===== src/rtl/mshr_pkg.sv =====
package mshr_pkg;
  localparam int unsigned Entries = 8;
  localparam int unsigned Slots = 4;
  localparam int unsigned TagWidth = 20;
  localparam int unsigned SetWidth = 12;
  localparam int unsigned EW = $clog2(Entries);
  localparam int unsigned SW = $clog2(Slots);
  localparam int unsigned QDepth = 2;

  localparam logic [2:0] CmdRequest = 3'd0;
  localparam logic [2:0] CmdIssue = 3'd1;
  localparam logic [2:0] CmdTick = 3'd2;
  localparam logic [2:0] CmdRetire = 3'd3;
  localparam logic [2:0] CmdLookup = 3'd4;

  localparam logic [1:0] StAlloc = 2'd0;
  localparam logic [1:0] StMerged = 2'd1;
  localparam logic [1:0] StTableFull = 2'd2;
  localparam logic [1:0] StSlotsFull = 2'd3;
  localparam logic [1:0] StDone = 2'd0;
  localparam logic [1:0] StNothing = 2'd1;

  localparam logic [1:0] RegLatency = 2'd0;
  localparam logic [1:0] RegEntries = 2'd1;
  localparam logic [1:0] RegSlots = 2'd2;

  typedef struct packed {
    logic [2:0] cmd;
    logic [47:0] miss_addr;
    logic [19:0] line_tag;
    logic [11:0] set_number;
    logic [1:0] access_kind;
    logic [15:0] request_id;
    logic [2:0] entry_select;
  } in_t;

  typedef struct packed {
    logic [1:0] status;
    logic [2:0] entry_index;
    logic [1:0] slot_index;
    logic [47:0] issue_addr;
    logic [1:0] retired_kind;
    logic [15:0] retired_id;
    logic entry_freed;
    logic lookup_hit;
  } out_t;

  // Classified command handed from the front to the back.
  typedef struct packed {
    logic [2:0] cmd;
    logic hit;
    logic [EW-1:0] hit_idx;
    logic [47:0] miss_addr;
    logic [TagWidth-1:0] tag;
    logic [SetWidth-1:0] set;
    logic [1:0] kind;
    logic [15:0] rid;
    logic [2:0] sel;
  } job_t;
endpackage


===== src/rtl/mshr_front.sv =====
module mshr_front import mshr_pkg::*; (
  input  logic clk_i,
  input  logic rst_ni,
  input  logic start_i,
  input  in_t in_i,
  input  logic [Entries-1:0] valid_i,
  input  logic [Entries-1:0] live_i,
  input  logic [TagWidth-1:0] tag_i [Entries],
  input  logic [SetWidth-1:0] set_i [Entries],
  input  logic q_full_i,
  output logic busy_o,
  output logic push_o,
  output job_t job_o
);
  logic pend_q, pend_d;
  in_t item_q;
  logic hit;
  logic [EW-1:0] hidx;

  assign busy_o = pend_q || q_full_i;

  always_comb begin
    hit = 1'b0;
    hidx = '0;
    for (int i = Entries - 1; i >= 0; i--) begin
      if (live_i[i] && valid_i[i] && tag_i[i] == item_q.line_tag[TagWidth-1:0]
          && set_i[i] == item_q.set_number[SetWidth-1:0]) begin
        hit = 1'b1;
        hidx = EW'(i);
      end
    end
  end

  assign push_o = pend_q;
  assign job_o = '{cmd: item_q.cmd, hit: hit, hit_idx: hidx, miss_addr: item_q.miss_addr,
                   tag: item_q.line_tag[TagWidth-1:0], set: item_q.set_number[SetWidth-1:0],
                   kind: item_q.access_kind, rid: item_q.request_id,
                   sel: item_q.entry_select};

  always_comb begin
    pend_d = 1'b0;
    if (start_i && !busy_o) begin
      pend_d = 1'b1;
    end
  end

  always_ff @(posedge clk_i or negedge rst_ni) begin
    if (!rst_ni) begin
      pend_q <= 1'b0;
    end else begin
      pend_q <= pend_d;
    end
  end

  always_ff @(posedge clk_i) begin
    if (start_i && !busy_o) begin
      item_q <= in_i;
    end
  end
endmodule


===== src/rtl/mshr_queue.sv =====
module mshr_queue import mshr_pkg::*; (
  input  logic clk_i,
  input  logic rst_ni,
  input  logic push_i,
  input  job_t data_i,
  input  logic pop_i,
  output logic empty_o,
  output logic full_o,
  output job_t data_o
);
  localparam int unsigned PW = $clog2(QDepth);
  job_t mem_q [QDepth];
  logic [PW-1:0] wp_q, rp_q;
  logic [PW:0] cnt_q;

  assign empty_o = cnt_q == '0;
  assign full_o = cnt_q != '0;
  assign data_o = mem_q[rp_q];

  always_ff @(posedge clk_i or negedge rst_ni) begin
    if (!rst_ni) begin
      wp_q <= '0;
      rp_q <= '0;
      cnt_q <= '0;
    end else begin
      if (push_i) begin
        wp_q <= wp_q + 1'b1;
      end
      if (pop_i) begin
        rp_q <= rp_q + 1'b1;
      end
      cnt_q <= cnt_q + (PW+1)'(push_i) - (PW+1)'(pop_i);
    end
  end

  always_ff @(posedge clk_i) begin
    if (push_i) begin
      mem_q[wp_q] <= data_i;
    end
  end
endmodule


===== src/rtl/mshr_back.sv =====
module mshr_back import mshr_pkg::*; (
  input  logic clk_i,
  input  logic rst_ni,
  input  logic empty_i,
  input  job_t job_i,
  input  logic [15:0] lat_i,
  input  logic [Entries-1:0] live_i,
  input  logic [Slots-1:0] slive_i,
  output logic pop_o,
  output logic [Entries-1:0] valid_o,
  output logic [TagWidth-1:0] tag_o [Entries],
  output logic [SetWidth-1:0] set_o [Entries],
  output logic done_o,
  output out_t res_o
);
  logic [Entries-1:0] valid_q, issued_q, ret_q;
  logic [47:0] addr_q [Entries];
  logic [TagWidth-1:0] tag_q [Entries];
  logic [SetWidth-1:0] set_q [Entries];
  logic [15:0] wait_q [Entries];
  logic [SW:0] last_q [Entries];
  logic [Slots-1:0] sv_q [Entries];
  logic [1:0] kind_q [Entries][Slots];
  logic [15:0] rid_q [Entries][Slots];
  logic done_q;
  out_t res_q, r;

  logic [EW-1:0] free_idx, iss_idx;
  logic free_any, iss_any, fs_any, rp_any, rok;
  logic [SW-1:0] fs_idx, rp_idx;
  logic [EW-1:0] e, s;
  logic [Slots-1:0] sv_e, sv_s;
  logic [SW:0] nxt;
  logic [15:0] winc [Entries];

  assign pop_o = !empty_i;
  assign valid_o = valid_q;
  assign tag_o = tag_q;
  assign set_o = set_q;
  assign done_o = done_q;
  assign res_o = res_q;
  assign e = job_i.hit_idx;
  assign s = job_i.sel[EW-1:0];
  assign sv_e = sv_q[e];
  assign sv_s = sv_q[s];
  assign nxt = last_q[s] + 1'b1;
  assign rok = live_i[s] && valid_q[s] && ret_q[s];

  always_comb begin
    free_any = 1'b0; free_idx = '0; iss_any = 1'b0; iss_idx = '0;
    for (int i = Entries - 1; i >= 0; i--) begin
      if (live_i[i] && !valid_q[i]) begin
        free_any = 1'b1; free_idx = EW'(i);
      end
      if (live_i[i] && valid_q[i] && !issued_q[i]) begin
        iss_any = 1'b1; iss_idx = EW'(i);
      end
    end
    fs_any = 1'b0; fs_idx = '0; rp_any = 1'b0; rp_idx = '0;
    for (int j = Slots - 1; j >= 0; j--) begin
      if (slive_i[j] && !sv_e[j]) begin
        fs_any = 1'b1; fs_idx = SW'(j);
      end
      if (sv_s[j]) begin
        rp_any = 1'b1; rp_idx = SW'(j);
      end
    end
    if (nxt < (SW+1)'(Slots) && sv_s[nxt[SW-1:0]]) begin
      rp_idx = nxt[SW-1:0];
    end
    for (int i = 0; i < Entries; i++) begin
      winc[i] = wait_q[i] + 16'd1;
    end
  end

  always_comb begin
    r = '0;
    r.status = StNothing;
    unique case (job_i.cmd)
      CmdRequest: begin
        if (job_i.hit) begin
          r.entry_index = 3'(e);
          r.status = fs_any ? StMerged : StSlotsFull;
          r.slot_index = fs_any ? 2'(fs_idx) : 2'd0;
        end else begin
          r.status = free_any ? StAlloc : StTableFull;
          r.entry_index = free_any ? 3'(free_idx) : 3'd0;
        end
      end
      CmdIssue: begin
        if (iss_any) begin
          r.status = StDone;
          r.entry_index = 3'(iss_idx);
          r.issue_addr = addr_q[iss_idx];
        end
      end
      CmdTick: r.status = StDone;
      CmdRetire: begin
        if (rok && rp_any) begin
          r.status = StDone;
          r.entry_index = job_i.sel;
          r.slot_index = 2'(rp_idx);
          r.retired_kind = kind_q[s][rp_idx];
          r.retired_id = rid_q[s][rp_idx];
          r.entry_freed = (sv_s & ~(Slots'(1) << rp_idx)) == '0;
        end
      end
      CmdLookup: begin
        if (job_i.hit) begin
          r.status = StDone;
          r.entry_index = 3'(e);
          r.lookup_hit = 1'b1;
        end
      end
      default: r.status = StNothing;
    endcase
  end

  always_ff @(posedge clk_i or negedge rst_ni) begin
    if (!rst_ni) begin
      valid_q <= '0; issued_q <= '0; ret_q <= '0; done_q <= 1'b0;
      for (int i = 0; i < Entries; i++) begin
        wait_q[i] <= '0; last_q[i] <= (SW+1)'(Slots); sv_q[i] <= '0;
      end
    end else begin
      done_q <= !empty_i;
      if (!empty_i) begin
        unique case (job_i.cmd)
          CmdRequest: begin
            if (job_i.hit) begin
              if (fs_any) begin
                sv_q[e][fs_idx] <= 1'b1;
              end
            end else if (free_any) begin
              valid_q[free_idx] <= 1'b1;
              issued_q[free_idx] <= 1'b0;
              ret_q[free_idx] <= 1'b0;
              wait_q[free_idx] <= '0;
              sv_q[free_idx][0] <= 1'b1;
            end
          end
          CmdIssue: begin
            if (iss_any) begin
              issued_q[iss_idx] <= 1'b1;
            end
          end
          CmdTick: begin
            for (int i = 0; i < Entries; i++) begin
              if (live_i[i] && valid_q[i] && issued_q[i]) begin
                if (winc[i] == lat_i) begin
                  wait_q[i] <= '0; ret_q[i] <= 1'b1;
                end else begin
                  wait_q[i] <= winc[i];
                end
              end
            end
          end
          CmdRetire: begin
            if (rok && rp_any) begin
              sv_q[s][rp_idx] <= 1'b0;
              last_q[s] <= {1'b0, rp_idx};
              if (r.entry_freed) begin
                valid_q[s] <= 1'b0; issued_q[s] <= 1'b0; ret_q[s] <= 1'b0;
              end
            end
          end
          default: ;
        endcase
      end
    end
  end

  always_ff @(posedge clk_i) begin
    if (!empty_i) begin
      res_q <= r;
      if (job_i.cmd == CmdRequest) begin
        if (job_i.hit && fs_any) begin
          kind_q[e][fs_idx] <= job_i.kind;
          rid_q[e][fs_idx] <= job_i.rid;
        end else if (!job_i.hit && free_any) begin
          addr_q[free_idx] <= job_i.miss_addr;
          tag_q[free_idx] <= job_i.tag;
          set_q[free_idx] <= job_i.set;
          kind_q[free_idx][0] <= job_i.kind;
          rid_q[free_idx][0] <= job_i.rid;
        end
      end
    end
  end
endmodule


===== src/rtl/mshr_table_with_merge_queues_unit.sv =====
// One command is taken when start_i is high and busy_o low; its single result
// appears on result_o with done_o high for one cycle. A command is registered,
// then matched by tag and set against all entries and handed over a queue that
// reports full once it holds one beat, then applied in the table update.
// busy_o stays high until the back end has drained the queue, so a new command is
// taken only after the previous one has left the queue. The receiver cannot stall results.
module mshr_table_with_merge_queues_unit import mshr_pkg::*; (
  input  logic clk_i,
  input  logic rst_ni,
  input  logic start_i,
  input  in_t in_i,
  output logic busy_o,
  output logic done_o,
  output out_t result_o,
  input  logic cfg_we_i,
  input  logic [1:0] cfg_idx_i,
  input  logic [15:0] cfg_data_i
);
  logic [15:0] lat_q;
  logic [3:0] ent_q;
  logic [2:0] slt_q;
  logic [Entries-1:0] live, valid;
  logic [Slots-1:0] slive;
  logic [TagWidth-1:0] tags [Entries];
  logic [SetWidth-1:0] sets [Entries];
  logic push, pop, empty, full;
  job_t jin, jout;

  always_comb begin
    for (int i = 0; i < Entries; i++) begin
      live[i] = (i == 0) || (5'(i) < {1'b0, ent_q});
    end
    for (int j = 0; j < Slots; j++) begin
      slive[j] = (j == 0) || (4'(j) < {1'b0, slt_q});
    end
  end

  always_ff @(posedge clk_i or negedge rst_ni) begin
    if (!rst_ni) begin
      lat_q <= 16'd100; ent_q <= 4'd8; slt_q <= 3'd4;
    end else if (cfg_we_i) begin
      unique case (cfg_idx_i)
        RegLatency: lat_q <= cfg_data_i;
        RegEntries: ent_q <= cfg_data_i[3:0];
        RegSlots: slt_q <= cfg_data_i[2:0];
        default: ;
      endcase
    end
  end

  mshr_front u_front (.clk_i, .rst_ni, .start_i, .in_i, .valid_i(valid), .live_i(live),
    .tag_i(tags), .set_i(sets), .q_full_i(full), .busy_o, .push_o(push), .job_o(jin));

  mshr_queue u_queue (.clk_i, .rst_ni, .push_i(push), .data_i(jin), .pop_i(pop),
    .empty_o(empty), .full_o(full), .data_o(jout));

  mshr_back u_back (.clk_i, .rst_ni, .empty_i(empty), .job_i(jout), .lat_i(lat_q),
    .live_i(live), .slive_i(slive), .pop_o(pop), .valid_o(valid), .tag_o(tags),
    .set_o(sets), .done_o, .res_o(result_o));
endmodule


===== config.mk =====
export PLATFORM = sky130hd
export DESIGN_NAME = mshr_table_with_merge_queues_unit
export DESIGN_NICKNAME = d
export VERILOG_FILES = /design/src/rtl/mshr_pkg.sv /design/src/rtl/mshr_front.sv /design/src/rtl/mshr_queue.sv /design/src/rtl/mshr_back.sv /design/src/rtl/mshr_table_with_merge_queues_unit.sv
export SDC_FILE = /design/constraint.sdc
export NUM_CORES = 2
export LEC_CHECK = 0
export BUFFER_PORTS_ARGS = -buffer_cell sky130_fd_sc_hd__buf_4
export CORE_ASPECT_RATIO = 0.5
export CORE_UTILIZATION = 59
export DETAILED_ROUTE_END_ITERATION = 16
export PLACE_DENSITY = 0.77
export SLEW_MARGIN = 30
export SYNTH_ARGS = -nofsm -noshare
export SYNTH_HDL_FRONTEND = slang
export SYNTH_SLANG_ARGS = --single-unit

===== constraint.sdc =====
create_clock -name clk_i -period 13.3 [get_ports clk_i]
set_clock_uncertainty 0.05 [all_clocks]
set_input_delay 3.99 -clock clk_i [delete_from_list [all_inputs] [get_ports clk_i]]
set_output_delay 3.99 -clock clk_i [all_outputs]
set_load 0.1 [all_outputs]

Word level (Yosys, flattened, before mapping) --
Memories as Yosys holds them, arrays and structs flattened. A register that Yosys moved wholly into a read port is not among the register bits. Index checks and enable logic that the tools add are counted.
Word-level totals: flip-flop bits (word level) 624, bits in writable memories 1176, bits of input ports 126, logic and storage cells 533, memories 4
Memories:
- u_back.rid_q | depth 8, width 64, read ports 1, clocked after memory_dff 0, write ports 1, line mshr_back.sv:24 | logic [15:0] rid_q [Entries][Slots];
- u_back.addr_q | depth 8, width 48, read ports 1, clocked after memory_dff 1, write ports 1, line mshr_back.sv:17 | logic [47:0] addr_q [Entries];
- u_queue.mem_q | depth 2, width 108, read ports 1, clocked after memory_dff 0, write ports 1, line mshr_queue.sv:12 | job_t mem_q [QDepth];
- u_back.kind_q | depth 8, width 8, read ports 1, clocked after memory_dff 0, write ports 1, line mshr_back.sv:23 | logic [1:0] kind_q [Entries][Slots];
Cells by class: add/sub/neg operators 13, order comparisons 31, eq/ne operators 53, shift-type cells 1, mux-type cells 209, bitwise logic cells 24, reductions and logical operators 126
Operators by type and width (count):
- $mux W16 | 20
- $mux W128 | 2
- $pmux W128 S2 | 1
- $mux W64 | 3
- $bwmux W160 | 1
- $eq A20 B20 Y1 | 8
- $add A16 B1 Y16 const B | 8
- $and A128 B128 Y128 | 1
- $eq A16 B16 Y1 | 8
- $mux W32 | 4
- $mux W8 | 16
- $not A128 Y128 | 1
- $bwmux W96 | 1
- $eq A12 B12 Y1 | 8
- $mux W3 | 30
- $mux W1 | 72
- $logic_and A1 B1 Y1 | 65
- $or A32 B32 Y32 | 2
- $pmux W32 S2 | 1
- $reduce_and A8 Y1 | 8
- $reduce_or A64 Y1 | 1
- $demux W20 S3 | 1
- $demux W16 S3 | 1
- $pmux W8 S3 | 2
- other kinds (76) | 192

Logic depth before layout (Yosys ltp) --
An unclocked memory read counts as a cell.
depth after elaboration 21, gate-level depth with buffers 20, gate-level depth less buffers 13

By module --
Synthesis repeated with hierarchy kept, for this count alone.
Unflattened totals: cell total of the unflattened synthesis 5171, area, all modules 76624.7 um2
By module, submodules not included:
- mshr_back | instances 1, cells each 4260, area an instance 61308.8 um2, seq. area each 44007.2 um2
- mshr_queue | instances 1, cells each 351, area an instance 8015.2 um2, seq. area each 6586.3 um2
- mshr_front | instances 1, cells each 500, area an instance 6346.1 um2, seq. area each 3148.0 um2
- mshr_table_with_merge_queues_unit | instances 1, cells each 60, area an instance 954.7 um2, seq. area each 581.8 um2

Least setup slack after synthesis --
Ideal clock, no wire load.
path kind register -> output, start reg u_queue.cnt_q[1], end out busy_o, data arrival time 4185 ps, slack 5075 ps, stages on the path, launching flop included 7, path buffers 2, cells stage by stage dfrtp_1 or2_2 clkbuf_1 inv_1 buf_1 ha_1 inv_1
Between the ends: longest elaborated chain between the ends 2
Ends and longest elaborated chain:
- start, declared | line mshr_queue.sv:14 | logic [PW:0] cnt_q;
- start signal, assigned | line mshr_queue.sv:32 | cnt_q <= cnt_q + (PW+1)'(push_i) - (PW+1)'(pop_i);
- $reduce_bool A2 Y1 | line mshr_queue.sv:17 | assign full_o = cnt_q != '0;
- named net full | line mshr_table_with_merge_queues_unit.sv:26 | logic push, pop, empty, full;
- $logic_or A1 B1 Y1 | line mshr_front.sv:20 | assign busy_o = pend_q || q_full_i;
- end, declared | line mshr_table_with_merge_queues_unit.sv:12 | output logic busy_o,
The timed path passes the listed nets, and every way through them passes these cells.

Worst setup path in the final report --
start reg u_queue.rp_q, end mem u_back.rid_q[0][25] in the netlist's numbering (enable)
Between the ends: longest elaborated chain between the ends 18, elaborated cells between the ends (all ways) 41, those cells by class order compare (2); mux (24); bitwise (2); reduce/logical (12); memory (1)
Ends and longest elaborated chain:
- start, declared | line mshr_queue.sv:13 | logic [PW-1:0] wp_q, rp_q;
- start signal, assigned | line mshr_queue.sv:30 | rp_q <= rp_q + 1'b1;
- $mem_v2 Z2 W108 (*)
- $not A3 Y4 (implied by the code) | line mshr_back.sv:44 | assign sv_e = sv_q[e];
- $bmux W4 S3 | line mshr_back.sv:44
- $mux W4 (implied by the code) (2 in series) | line mshr_back.sv:44
- $logic_not A1 Y1 | line mshr_back.sv:61 | if (slive_i[j] && !sv_e[j]) begin
- $logic_and A1 B1 Y1 | line mshr_back.sv:61
- $mux W1 or $mux W2 (tied branches) (4 in series) | line mshr_back.sv:61
- $logic_and A1 B1 Y1 or $not A2 Y3 (tied branches) | line mshr_back.sv:177, mshr_back.sv:179
- $mux W1, or another cell as far along | line mshr_back.sv:177 | if (job_i.hit && fs_any) begin
- $mux W1 or $logic_and A1 B1 Y1 (tied branches) | line mshr_back.sv:176, mshr_back.sv:179
- $mux W1 or $mux W16 (tied branches) | line mshr_back.sv:174, mshr_back.sv:179
- $mux W1 (implied by the code) or $demux W16 S2 (tied branches) | line mshr_back.sv:185, mshr_back.sv:179
- $reduce_or A64 Y1 (no line) or $mux W64 (tied branches)
- $mux W3 (no line) or $mux W64 (tied branches)
- end, declared | line mshr_back.sv:24
Every way passes the cells marked *; elsewhere a longest branch is shown, timed or not. The select of a mux whose other input is x is not followed.

==> metrics.md <==
| Metric | Value |
|---|---|
| Synth-to-Final Area Change | `11.6%` |
| Comb power frac | `0.275` |
| DR pass1 iterations | `7` |
| Leak pwr | `about 28 nW` |
| Pwr Density | `196 nW/um^2` |
| Worst Hold Slack | `roughly 0.39 ns` |
| Int Power | `10.8 mW` |
| Flops & latches, synth | `approximately 1800` |
| RSZ-0062 raised after global routing | `no` |
| Clock sink total | `1848` |
| Worst setup SP type | `register` |
| YS warnings | `0` |
| Max-cap violation count | `0` |
| Row cnt | `92` |
| Root Buffer | `clkbuf_16` |
| Synth cell types | `92` |
| Worst Setup Path Type | `register to register` |
| Top post-synthesis cells by area | `edfxtp_1 (64%), dfrtp_1 (7.4%), xnor2_1 (3.1%)` |
| Antenna violations before repair | `3` |
| DP HPWL | `123000 um` |
| PostCTS Resize Cnt | `0` |
| Clk_lat worst skew | `a little over 0.8 ns` |
| Largest net degree at the start of global routing | `about 150` |
| Full die area | `roughly 130000 sq um` |
| TritonCTS buffer count | `between 150 and 200` |
| Switching share of power | `0.351` |
| Fraction of layout cells with a size suffix above 1 | `0.144` |
| Crit path cell chain | `buf_4, mux2i_1, o21a_1, nand3_1, nor2_1, nand2_1, o21ai_0, nand3_1, nor2_2` |
| DRT Wirelength | `between 200000 and 250000 um` |
| Post-synth EDFFs | `1611` |
| Max rail drop VDD | `around 0.19 mV` |
| Syn avg cell area | `around 15 sq um` |
| Final hold vios | `0` |
| Tot Pwr | `about 17 mW` |
| Worst path slowest cell | `dfrtp_4` |
| Worst-path clk slew | `approximately 0.070 ns` |
| Flop pwr share | `0.457` |
| Final Cycle Share | `0.526` |
| Via density | `between 6 and 7` |
| Die Width | `~510 um` |
| Sum of negative setup slack | `0 ns` |
| GP Congestion | `0.955` |
| Clock period minus worst slack | `roughly 7 ns` |
| CTS H-tree lvls | `4` |
| Tot GR Track Use | `0.310` |
| Number of buffers added to fix hold violations after cts | `0` |
| Asr flop ratio synth | `0.128` |
| Clock share of power | `0.268` |
| Wire per inst | `~28 um` |
| Achievable frequency | `around 0.14 GHz` |
| Crit. End Element | `register` |
| Most frequent cells after synthesis | `edfxtp_1 (1611), nand2_1 (374), xnor2_1 (266)` |
| Slew headroom | `0.322` |
| GRT Residual Overflow | `0` |
| Drt drc | `0` |
| Nets | `roughly 5500` |
| Initial core utilization | `0.598` |
| Max Slew Vio Count | `0` |
| Total net switching power | `between 5 and 6 mW` |
| Die Span Y | `around 260 um` |
| Hold Crit Class | `register to register` |
| Final setup vio count | `0` |
| DRT iter0 DRCs | `roughly 7400` |
| Largest fanout on the critical path | `56` |
| Post-synth top area cell | `edfxtp_1` |
| Post-synthesis sequential area ratio | `0.717` |
| Num ports | `203` |
| Number of nets still failing antenna checks after routing | `0` |
| Worst path most repeated cell | `nand3_1` |
| Core Area | `127000 sq um` |
| Worst slew pin tran | `slightly above 1 ns` |
| Top FF cell, synth | `edfxtp_1` |
| Post-Synthesis Cells | `between 5000 and 6000` |
| Maximum clock path buffer count | `3` |
| First-pass GRT wire length | `~300000 um` |
| Post-Synthesis Net Count | `5325` |
| Status | `finished clean` |
| Slowest stage delay, CP | `slightly below 1 ns` |
| Vias | `slightly below 50000` |
| IO Port Bufs | `about 200` |
| Top cell type's share of synthesized area | `0.638` |
| Vias in the first global route | `46700` |
| Synth Cell Area | `75800 sq um` |
| Setup bufs post-CTS | `0` |
| Most frequent cell after synthesis | `edfxtp_1` |
| CTS tree | `done` |
| Critical Path AT | `7.36 ns` |
| Worst endpoint required time | `around 14 ns` |
-- routing by layer --
layer,vias to the layer above,routed length (um),GRT usage
li1,20500,-,-
met1,23900,79100,0.444
met2,3178,92700,0.472
met3,452,23500,0.0682
met4,2,6960,0.111
met5,-,13,0
-- layout by cell type, fill, tap and decap left out, types with 70 or more instances in the layout --
master and n:
xnor2_1 266, a22oi_1 217, mux2_2 133, nand2_1 372
clkbuf_16 156, nor3_1 70, dfrtp_1 223, xor2_1 155
o21ai_0 165, nand4_1 76, a21oi_1 192, nand3_1 138
nor4_1 81, buf_4 283, edfxtp_1 1611, nor2_1 180
a222oi_1 80
-- cell type report --
| class | count | area, sq um |
|---|---|---|
| Inverter | 63 | 236 |
| Multi-Input combinational cell | 2981 | 20700 |
| Fill cell | 8525 | 42000 |
| Timing Repair Buffer | 297 | 2430 |
| Clock buffer | 208 | 4190 |
| Antenna cell | 2 | 5.00 |
| Sequential cell | 1848 | 54300 |
| Clock inverter | 65 | 632 |
| Tap cell | 1692 | 2120 |
-- sequential cells by signal (all words and copies together) (netlist names), 3 cells and up --
| signal | count |
|---|---|
| u_back.wait_q | 128 |
| lat_q | 16 |
| u_back.valid_o | 8 |
| u_back.issued_q | 8 |
| u_back.kind_q | 64 |
| u_back.ret_q | 8 |
| u_back.set_o | 96 |
| u_front.job_o | 104 |
| u_back.rid_q | 512 |
| u_back.last_q | 24 |
| u_back.tag_o | 160 |
| ent_q | 4 |
| slt_q | 3 |
| u_back.res_o | 75 |
| u_back.sv_q | 32 |
| u_queue.mem_q | 216 |
| u_back.addr_q | 384 |
-- logic make-up (layout without fill, tap and decap cells) --
kind of cell / count (synthesis) / count (layout) / synth area share
DFF: 1848 / 1848 / 0.717
and+or+nand+nor: 1218 / 1218 / 0.0784
AOI/OAI and AO/OA: 1125 / 1125 / 0.105
xor gates and xnor gates: 422 / 422 / 0.0490
buffers and inverters: 358 / 633 / 0.0185
muxes: 204 / 204 / 0.0297
adders and majority gates: 12 / 12 / 0.00198
other: 0 / 2 / 0
-- through the flow --
step	std cells	setup slack, ns	utilization	cell area (sq um)
detailed placement	6879	6.60	0.629	79600
CTS	7152	6.55	0.667	84500
global route	7155	6.10	0.668	84600
floorplan	5187	5.07	-	75800
global placement	6871	6.94	0.626	79300
finish	7156	6.31	0.668	84600
-- power by group through the flow --
stage                     Combinational [mW]  Sequential [mW]  Clock [mW]
after floorplan                         2.36             8.15           0
after global routing                    4.75             7.62        4.69
after detailed placement                4.44             7.71           0
final                                   4.56             7.59        4.45
after global placement                  4.29             7.69           0
after CTS                               4.46             7.59        4.46
-- final timing paths --
path | from | endpoint | slack, ns | cells after the start
min in group asynchronous | rst_ni | u_back.wait_q[37] | 3.17 | 1
setup reg to reg | u_queue.rp_q | u_back.rid_q[0][25] | 6.31 | 9
setup / recovery | u_queue.rp_q | u_back.rid_q[0][25] | 6.31 | 9
hold reg to reg | u_front.job_o[9] | u_queue.mem_q[0][9] | 0.39 | 0
max in group asynchronous | rst_ni | u_queue.rp_q | 8.65 | 2
hold / removal | u_front.job_o[9] | u_queue.mem_q[0][9] | 0.39 | 0
-- critical path, delay by kind of cell, from the launching register on --
kind            cells  cell delay [ns]
compound gates      2             0.80
mux                 1             0.68
flops               1             0.99
buf+inv             1             0.65
simple gates        5             3.38
(Power assumes the default switching activity.)
